`src/rtl/ssd_pkg.sv`:
```
package ssd_pkg;

    localparam int NUM_DIGITS = 8;
    localparam int POS_W      = 3;
    localparam int CODE_W     = 5;
    localparam int FRAME_BITS = 16;
    localparam int BITNUM_W   = 4;

    localparam logic       REQ_REFRESH    = 1'b0;
    localparam logic       REQ_WRITE      = 1'b1;
    localparam logic [7:0] BLANK_SEGMENTS = 8'hFF;
    localparam logic [7:0] DOT_CLEAR_MASK = 8'h7F;
    localparam logic [7:0] SELECT_ALL_OFF = 8'hFF;

    typedef logic [FRAME_BITS-1:0] frame_t;

    // front -> queue push
    typedef struct packed {
        logic   push;
        frame_t frame;
    } frame_push_t;

    // queue -> back status and data
    typedef struct packed {
        logic   not_empty;
        frame_t frame;
    } frame_head_t;

    // active-low segments, bit 7 = dp
    function automatic logic [7:0] seg_lookup(input logic [CODE_W-1:0] code);
        logic [7:0] seg;
        unique case (code)
            5'd0:    seg = 8'hC0;
            5'd1:    seg = 8'hF9;
            5'd2:    seg = 8'hA4;
            5'd3:    seg = 8'hB0;
            5'd4:    seg = 8'h99;
            5'd5:    seg = 8'h92;
            5'd6:    seg = 8'h82;
            5'd7:    seg = 8'hF8;
            5'd8:    seg = 8'h80;
            5'd9:    seg = 8'h90;
            5'd10:   seg = 8'hBF;
            5'd11:   seg = 8'h88;
            5'd12:   seg = 8'h83;
            5'd13:   seg = 8'hC6;
            5'd14:   seg = 8'hA1;
            5'd15:   seg = 8'h86;
            5'd16:   seg = 8'h8E;
            default: seg = BLANK_SEGMENTS;
        endcase
        return seg;
    endfunction

endpackage

```
`src/rtl/ssd_front.sv`:
```
module ssd_front (
    input  logic                         clk,
    input  logic                         rst_n,
    input  logic                         in_valid,
    output logic                         in_ready,
    input  logic                         req_type,
    input  logic [ssd_pkg::POS_W-1:0]    write_position,
    input  logic [ssd_pkg::CODE_W-1:0]   write_digit,
    input  logic                         write_dot,
    input  logic                         q_full,
    output ssd_pkg::frame_push_t         push
);
    import ssd_pkg::*;

    logic [CODE_W-1:0] codes_reg [NUM_DIGITS];
    logic              dots_reg  [NUM_DIGITS];
    logic [POS_W-1:0]  scan_reg;
    logic [POS_W-1:0]  scan_next;
    logic              accept;
    logic              do_write;
    logic [7:0]        sel;
    logic [7:0]        seg;

    assign in_ready = !q_full;
    assign accept   = in_valid && in_ready;
    assign do_write = accept && (req_type == REQ_WRITE)
                      && ({1'b0, write_position} < (POS_W+1)'(NUM_DIGITS));

    always_comb
    begin
        sel = SELECT_ALL_OFF & ~(8'd1 << scan_reg);
        seg = seg_lookup(codes_reg[scan_reg]);
        if (dots_reg[scan_reg])
        begin
            seg = seg & DOT_CLEAR_MASK;
        end
        if ({1'b0, scan_reg} + 1'b1 >= (POS_W+1)'(NUM_DIGITS))
        begin
            scan_next = '0;
        end
        else
        begin
            scan_next = scan_reg + 1'b1;
        end
    end

    // frame is built at acceptance, so later writes cannot reach it
    assign push.push  = accept && (req_type == REQ_REFRESH);
    assign push.frame = {sel, seg};

    always_ff @(posedge clk or negedge rst_n)
    begin
        if (!rst_n)
        begin
            scan_reg <= '0;
            for (int p = 0; p < NUM_DIGITS; p++)
            begin
                codes_reg[p] <= CODE_W'(NUM_DIGITS - 1 - p);
                dots_reg[p]  <= 1'b0;
            end
        end
        else
        begin
            if (push.push)
            begin
                scan_reg <= scan_next;
            end
            if (do_write)
            begin
                codes_reg[write_position] <= write_digit;
                dots_reg[write_position]  <= write_dot;
            end
        end
    end

endmodule

```
`src/rtl/ssd_queue.sv`:
```
module ssd_queue (
    input  logic                  clk,
    input  logic                  rst_n,
    input  ssd_pkg::frame_push_t  push,
    input  logic                  pop,
    output logic                  full,
    output ssd_pkg::frame_head_t  head
);
    import ssd_pkg::*;

    frame_t     mem_reg [2];
    logic       wr_ptr_reg;
    logic       rd_ptr_reg;
    logic [1:0] count_reg;
    logic [1:0] count_next;

    assign full           = (count_reg == 2'd2);
    assign head.not_empty = (count_reg != 2'd0);
    assign head.frame     = mem_reg[rd_ptr_reg];

    always_comb
    begin
        count_next = count_reg;
        if (push.push && !pop)
        begin
            count_next = count_reg + 2'd1;
        end
        else if (pop && !push.push)
        begin
            count_next = count_reg - 2'd1;
        end
    end

    always_ff @(posedge clk or negedge rst_n)
    begin
        if (!rst_n)
        begin
            wr_ptr_reg <= 1'b0;
            rd_ptr_reg <= 1'b0;
            count_reg  <= 2'd0;
        end
        else
        begin
            count_reg <= count_next;
            if (push.push)
            begin
                wr_ptr_reg <= !wr_ptr_reg;
            end
            if (pop)
            begin
                rd_ptr_reg <= !rd_ptr_reg;
            end
        end
    end

    always_ff @(posedge clk)
    begin
        if (push.push)
        begin
            mem_reg[wr_ptr_reg] <= push.frame;
        end
    end

endmodule

```
`src/rtl/ssd_back.sv`:
```
module ssd_back (
    input  logic                         clk,
    input  logic                         rst_n,
    input  ssd_pkg::frame_head_t         head,
    output logic                         pop,
    output logic                         out_valid,
    input  logic                         out_ready,
    output logic                         serial_bit,
    output logic [ssd_pkg::BITNUM_W-1:0] bit_number,
    output logic                         latch_pulse
);
    import ssd_pkg::*;

    frame_t              shift_reg;
    logic [BITNUM_W-1:0] cnt_reg;
    logic                busy_reg;
    logic                last_bit;
    logic                out_take;

    assign last_bit    = (cnt_reg == BITNUM_W'(FRAME_BITS - 1));
    assign out_take    = busy_reg && out_ready;
    assign pop         = head.not_empty && (!busy_reg || (out_take && last_bit));
    assign out_valid   = busy_reg;
    assign serial_bit  = shift_reg[FRAME_BITS-1];
    assign bit_number  = cnt_reg;
    assign latch_pulse = last_bit;

    always_ff @(posedge clk or negedge rst_n)
    begin
        if (!rst_n)
        begin
            busy_reg <= 1'b0;
            cnt_reg  <= '0;
        end
        else
        begin
            if (pop)
            begin
                busy_reg <= 1'b1;
                cnt_reg  <= '0;
            end
            else if (out_take)
            begin
                if (last_bit)
                begin
                    busy_reg <= 1'b0;
                end
                cnt_reg <= cnt_reg + 1'b1;
            end
        end
    end

    always_ff @(posedge clk)
    begin
        if (pop)
        begin
            shift_reg <= head.frame;
        end
        else if (out_take)
        begin
            shift_reg <= {shift_reg[FRAME_BITS-2:0], 1'b0};
        end
    end

endmodule

```
`src/rtl/seven_segment_scan_shift_driver.sv`:
```
// Eight-digit multiplexed seven-segment driver for two chained serial shift
// registers. A write word (req_type 1) updates one position's symbol code and
// dot at once and gives no output. A refresh word (req_type 0) captures the
// current position's frame into a two-deep frame queue and advances the scan
// position; the serializer then presents 16 bit words, select byte first, MSB
// first, with latch_pulse on bit 15. Each frame occupies the serial output for
// 16 accepted output words, one per cycle when out_ready stays high. Writes
// are taken every cycle unless the frame queue is full.
module seven_segment_scan_shift_driver (
    input  logic                         clk,
    input  logic                         rst_n,
    input  logic                         in_valid,
    output logic                         in_ready,
    input  logic                         req_type,
    input  logic [ssd_pkg::POS_W-1:0]    write_position,
    input  logic [ssd_pkg::CODE_W-1:0]   write_digit,
    input  logic                         write_dot,
    output logic                         out_valid,
    input  logic                         out_ready,
    output logic                         serial_bit,
    output logic [ssd_pkg::BITNUM_W-1:0] bit_number,
    output logic                         latch_pulse
);
    import ssd_pkg::*;

    frame_push_t push;
    frame_head_t head;
    logic        q_full;
    logic        pop;

    ssd_front u_front (
        .clk            (clk),
        .rst_n          (rst_n),
        .in_valid       (in_valid),
        .in_ready       (in_ready),
        .req_type       (req_type),
        .write_position (write_position),
        .write_digit    (write_digit),
        .write_dot      (write_dot),
        .q_full         (q_full),
        .push           (push)
    );

    ssd_queue u_queue (
        .clk   (clk),
        .rst_n (rst_n),
        .push  (push),
        .pop   (pop),
        .full  (q_full),
        .head  (head)
    );

    ssd_back u_back (
        .clk         (clk),
        .rst_n       (rst_n),
        .head        (head),
        .pop         (pop),
        .out_valid   (out_valid),
        .out_ready   (out_ready),
        .serial_bit  (serial_bit),
        .bit_number  (bit_number),
        .latch_pulse (latch_pulse)
    );

endmodule

```
`config.mk`:
```
export PLATFORM = sky130hd
export DESIGN_NAME = seven_segment_scan_shift_driver
export DESIGN_NICKNAME = d
export VERILOG_FILES = /design/src/rtl/ssd_pkg.sv /design/src/rtl/ssd_front.sv /design/src/rtl/ssd_queue.sv /design/src/rtl/ssd_back.sv /design/src/rtl/seven_segment_scan_shift_driver.sv
export SDC_FILE = /design/constraint.sdc
export NUM_CORES = 1
export LEC_CHECK = 0
export BUFFER_PORTS_ARGS = -buffer_cell sky130_fd_sc_hd__buf_4
export CAP_MARGIN = 10
export CORE_MARGIN = 2
export CORE_UTILIZATION = 40
export CTS_CLUSTER_DIAMETER = 100
export DETAILED_ROUTE_END_ITERATION = 7
export PLACE_DENSITY = 0.59
export SLEW_MARGIN = 0
export SYNTH_ARGS = -nofsm -noshare
export SYNTH_HDL_FRONTEND = slang
export SYNTH_SLANG_ARGS = --single-unit
```
`constraint.sdc`:
```
create_clock -name clk -period 3.15 [get_ports clk]
set_input_delay 0.1575 -clock clk [delete_from_list [all_inputs] [get_ports clk]]
set_output_delay 0.1575 -clock clk [all_outputs]
set_load 0.1 [all_outputs]
```
# After elaboration in Yosys (flattened, before gate mapping)
# Memory sizes are Yosys's and may differ from the RTL's.
# Index checks and enable logic that the tools add are counted.
# W data, S select, Z words.
word_totals:
  register_bits: 76
  latchBits: 0
  ramBits: 32
  romBits: 224
  input_bits: 14
  output_inout_bits: 8
  elab_cells: 87
  mem_count: 2
memory_table:
  columns: ["memory", "depth", "width", "rd", "rd_clocked_by_memory_dff", "wr", "line", "source"]
  rows:
  - ["(no name shown)", 32, 7, 1, 0, 0, "ssd_pkg.sv:32", "unique case (code)"]
  - ["u_queue.mem_reg", 2, 16, 1, 0, 1, "ssd_queue.sv:11", "frame_t mem_reg [2];"]
op_classes:
  add_sub_neg: 5
  n_mul: 0
  n_div: 0
  order_cmp: 4
  eq_ne: 2
  shift: 1
  muxes: 25
  bitwise: 4
  n_reduce_logical: 21
op_table:
  columns: ["operator", "count"]
  rows:
  - ["$bwmux W40", 1]
  - ["$mux W16", 2]
  - ["$bmux W5 S3", 1]
  - ["$demux W5 S3", 1]
  - ["$mux W5", 3]
  - ["$ge A4 B4 Y1 const B", 3]
  - ["$logic_and A1 B1 Y1", 9]
  - ["$bwmux W8", 1]
  - ["$mux W1", 8]
  - ["$mux W4", 2]
  - ["$mux W8", 1]
  - ["$not A3 Y4", 2]
  - ["$not A8 Y8", 1]
  - ["$reduce_bool A2 Y1", 4]
  - ["$shl A1 B3 Y8 const A", 1]
  - ["$logic_not A1 Y1", 6]
  - ["$add A3 B1 Y4 const B", 1]
  - ["$add A4 B1 Y4 const B", 1]
  - ["$eq A4 B4 Y1 const B", 1]
  - ["$lt A4 B1 Y1 const B", 1]
  - ["$mux W2", 2]
  - ["$add A3 B1 Y3 const B", 1]
  - ["$bmux W1 S3", 1]
  - ["$demux W1 S3", 1]
  - ["7 further kinds", 7]

# Longest topological paths before layout
depth:
  ltp_word: 8
  depth_mapped: 9
  mapped_depth_nobuf: 8

# Cells and area by module
# A second synthesis with hierarchy kept.
unflattened:
  hier_cells: 337
  area_unflattened_um2: 5208.7
modules_own_cells:
  columns: ["mod", "n_inst", "cells_per_inst", "area_per_inst_um2", "seq_area_each_um2"]
  rows:
  - ["ssd_front", 1, 204, 2781.4, 1291.2]
  - ["ssd_queue", 1, 66, 1395.1, 1061.0]
  - ["ssd_back", 1, 67, 1032.2, 605.6]

# Worst setup path after synthesis
# No wires, ideal clock.
synth_timing:
  path_kind: "register to register"
  startpoint: "register u_queue.count_reg[0]"
  endpoint: "memory u_queue.mem_reg[0][0] (netlist bit), enable pin"
  setup_time_ns: 0.409
  arrival_ns: 2.571
  required_time_ns: 2.741
  slack_ns: 0.169
  stages_incl_launch_ff: 4
  path_buffers: 0
  synth_period_minus_slack_ns: 2.981
  cell_sequence: "dfrtp_1 > nand2b_1 > nand2_1 > nor3_1"
synth_via:
  elab_chain_cells: 6
synth_rtl:
  columns: ["element", "line", "source"]
  rows:
  - ["from (decl)", "ssd_queue.sv:14", "logic [1:0] count_reg;"]
  - ["from (signal assigned)", "ssd_queue.sv:44", "count_reg <= count_next;"]
  - ["$eq A2 B2 Y1", "ssd_queue.sv:17", "assign full = (count_reg == 2'd2);"]
  - ["$logic_not A1 Y1", "ssd_front.sv:24", "assign in_ready = !q_full;"]
  - ["via in_ready", "seven_segment_scan_shift_driver.sv:13", "output logic in_ready,"]
  - ["$logic_and A1 B1 Y1", "ssd_front.sv:25", "assign accept = in_valid && in_ready;"]
  - ["$logic_and A1 B1 Y1", "ssd_front.sv:48", "assign push.push = accept && (req_type == REQ_REFRESH);"]
  - ["$mux W1", "ssd_queue.sv:58", "if (push.push)"]
  - ["$mux W1 (not written as such)", "ssd_queue.sv:60", "mem_reg[wr_ptr_reg] <= push.frame;"]
  - ["to (decl)", "ssd_queue.sv:11", null]
# The timed path passes the listed nets, and every way through them passes these cells.

==> impl_metrics.json <==
{
  "cap_violations": 0,
  "synth_edf_count": 48,
  "layoutNonFillerInstCount": 547,
  "cp_slowest_stage_delay_ns": 0.61,
  "clk_latency_ns": 0.35,
  "io_pins": 22,
  "fp.dieW_um": 115,
  "row_count": 40,
  "holdPathEnd": "u_front.dots_reg[7]",
  "tns_ns": 0,
  "die-area_um2": 13300,
  "portBuffers": 21,
  "htreeDepth": 3,
  "syn2layout_area_growth_pct": 13.9,
  "yosysSeqAreaShare_pct": 59.8,
  "irDropWorstVdd_v": 0.000543,
  "setup_viol": 0,
  "cts_buffer_depth": 2,
  "drtIter0Drc": 144,
  "r2r-end": "u_queue.mem_reg[1][3]",
  "numPlacedInstances": 530,
  "synth.area.top_cells": "edfxtp_1 29%, dfrtp_1 24%, mux2_2 10%",
  "skew_ns": 0.00945,
  "grt_antenna_before_repair": 0,
  "worstSetupEndpointType": "register",
  "fmax_mhz": 386,
  "cellLeakagePower_nw": 2.27,
  "largest_reg_flops": 40,
  "cts_tree": "built",
  "r2r_cells": 7,
  "cts.repair.resized": 0,
  "synthesis.nets": 372,
  "gr-usage-all-layers_pct": 14.2,
  "crit_arrival_ns": 2.65,
  "period_share_pct": 82.2,
  "ys_ff_latch": 108,
  "drc": 0,
  "async_flop_share_pct": 55.6,
  "crit_type": "register to register",
  "fin_hold_ws_ns": 0.0828,
  "ctsRootBufferMaster": "clkbuf_16",
  "grt_overflow": 0,
  "wirelength_um": 8400,
  "preCtsSetupSlack_ns": 0.536,
  "critPathRequiredTime_ns": 3.22,
  "fp.dieH_um": 115,
  "gp_congestion": 0.733,
  "synthCells": 344,
  "min_from": "write_dot",
  "start_util_pct": 41.0,
  "viasPerCell": 4.99,
  "power_density_nw_per_um2": 1060,
  "n_antenna_cell": 0,
  "ys.warnings.count": 0,
  "syn_area_um2": 4950,
  "rsz0062_at_grt": "no",
  "cts_sinks": 108,
  "final_nets": 402,
  "crit_fanout": 8,
  "slew_viol_final": 0,
  "grt_pass1_vias": 2752,
  "whs_path_depth": 2,
  "ant_nets": 0,
  "status": "completed",
  "grt_pass1_wl_um": 14300,
  "crit_path_start_kind": "register",
  "post_cts_buffers": 0,
  "ys.flop_type": "edfxtp_1",
  "r2r_slack_ns": 0.56,
  "min_path_type": "primary input to register",
  "grt_max_degree": 61,
  "setup_ws_ns": 0.561,
  "core_area_um2": 12100,
  "totalPowerFinal_mw": 5.99,
  "place_hpwl_um": 5670,
  "netlist-cell-type-count": 38,
  "relSlewSlack_pct": 38.0,
  "drive_gt1_share_pct": 33.8,
  "cp_slowest_cell": "dfrtp_1",
  "worst_slew_pin_slew_ns": 0.930,
  "finalCriticalPeriod_ns": 2.59,
  "cts.clk_slew.worst_paths_ns": 0.07,
  "via_count": 2731,
  "syn_avg_cell_area_um2": 14.4,
  "r2r_start": "u_front.scan_reg[0]",
  "wire_per_inst_um": 15.4,
  "first_pass_iters": 4,
  "cts_buffers": 9,
  "path_cells": "mux4_2, mux2i_2, inv_1, ha_1, nand2_1, a21boi_1, o221ai_1",
  "hold_viol": 0,
  "yosysTopAreaCell": "edfxtp_1",
  "synth.top_cell.area_share_pct": 29.1
}
## layout make-up
class                           count  area (um2)
Multi-Input combinational cell    213        1890
Fill cell                        1069        6420
Timing Repair Buffer               30         228
Tap cell                          168         210
Clock inverter                      7        81.3
Sequential cell                   108        2960
Inverter                           12        45.0
Clock buffer                        9         225
## kinds of logic (layout without fill, tap and decap cells)
kind of cell               after synthesis  in the layout  synth area share (%)
AOI/OAI and AO/OA                       31             31                  3.54
buffers and inverters                   23             58                  2.28
xor gates and xnor gates                 8              8                  1.42
and+or+nand+nor                         74             74                  6.98
adders and majority gates               14             14                  3.54
DFF                                    108            108                  59.8
muxes                                   86             86                  22.5
## worst max-delay path, delay by kind of cell, from the launching register on
kind	cells	cell delay, ns
buffers and inverters	1	0.12
DFF	1	0.61
AOI/OAI and AO/OA	2	0.31
adders and majority gates	1	0.24
muxes	2	0.96
and+or+nand+nor	1	0.08
## cell usage after synthesis (2+ instances only)
library cell	number
a211oi_1	3
a21oi_1	18
buf_2	3
buf_6	3
clkbuf_1	5
dfrtp_1	48
dfstp_2	12
edfxtp_1	48
ha_1	14
inv_1	12
mux2_1	4
mux2_2	46
mux2_4	2
mux2i_1	19
mux2i_4	2
mux4_2	12
nand2_1	21
nand2b_1	3
nand4_1	3
nor2_1	31
nor3_1	5
nor3_2	4
o211ai_1	2
o21ai_0	4
xnor2_1	2
xor2_1	6
## layout by cell type (no fill, tap or decap), drive strengths merged, types with 2 or more instances in the layout
cell / synthesis / final
mux2i: 22 / 22
clkinv: 0 / 2
o21ai: 5 / 5
xor2: 6 / 6
nor2: 31 / 31
clkbuf: 5 / 9
ha: 14 / 14
nand2: 22 / 22
dfrtp: 48 / 48
edfxtp: 48 / 48
mux2: 52 / 52
inv: 12 / 15
o211ai: 2 / 2
a21oi: 18 / 18
xnor2: 2 / 2
dfstp: 12 / 12
nand2b: 3 / 3
nor3: 9 / 9
nand4: 3 / 3
buf: 6 / 29
a211oi: 3 / 3
mux4: 12 / 12
## power breakdown
| part | total [mW] | internal [mW] | switching (mW) |
|---|---|---|---|
| combinational | 2.38 | 1.09 | 1.29 |
| clock | 1.15 | 0.628 | 0.520 |
| sequential | 2.47 | 2.15 | 0.317 |
| total | 5.99 | 3.87 | 2.13 |
## how the worst max path moves through the flow
stage / startpoint / endpoint / slack (ns) / cells past startpoint
2_1_floorplan: u_queue.count_reg[0] / u_queue.mem_reg[0][0] / 0.17 / 3
3_3_place_gp: u_front.scan_reg[0] / u_queue.mem_reg[0][3] / 0.63 / 7
3_5_place_dp: u_front.scan_reg[0] / u_queue.mem_reg[0][3] / 0.54 / 7
4_1_cts: u_front.scan_reg[0] / u_queue.mem_reg[0][3] / 0.53 / 7
5_1_grt: u_front.scan_reg[0] / u_queue.mem_reg[0][3] / 0.37 / 7
6_report: u_front.scan_reg[0] / u_queue.mem_reg[1][3] / 0.56 / 7
## metrics by stage
| step | util (%) | cell area (um2) |
|---|---|---|
| final | 46.7 | 5640 |
| after global routing | 46.7 | 5640 |
| after CTS | 46.7 | 5640 |
| after detailed placement | 44.1 | 5320 |
| after global placement | 44.1 | 5320 |
| after floorplan | - | 4950 |
## metal layers
metal  GRT usage (%)  vias to the layer above  part of all wire [%]
met5               0                        -                     0
met4            5.14                        0                   1.7
met3            3.32                       10                   2.8
met2            22.5                       38                    48
met1            19.1                     1368                    47
li1                -                     1315                     -
## repair_timing
item	CTS	global route
setup endpoints to repair	0	0
hold buffers	1	0
endpoints found under the hold margin	48	0
No activity file was read; power rests on OpenSTA's default activity.
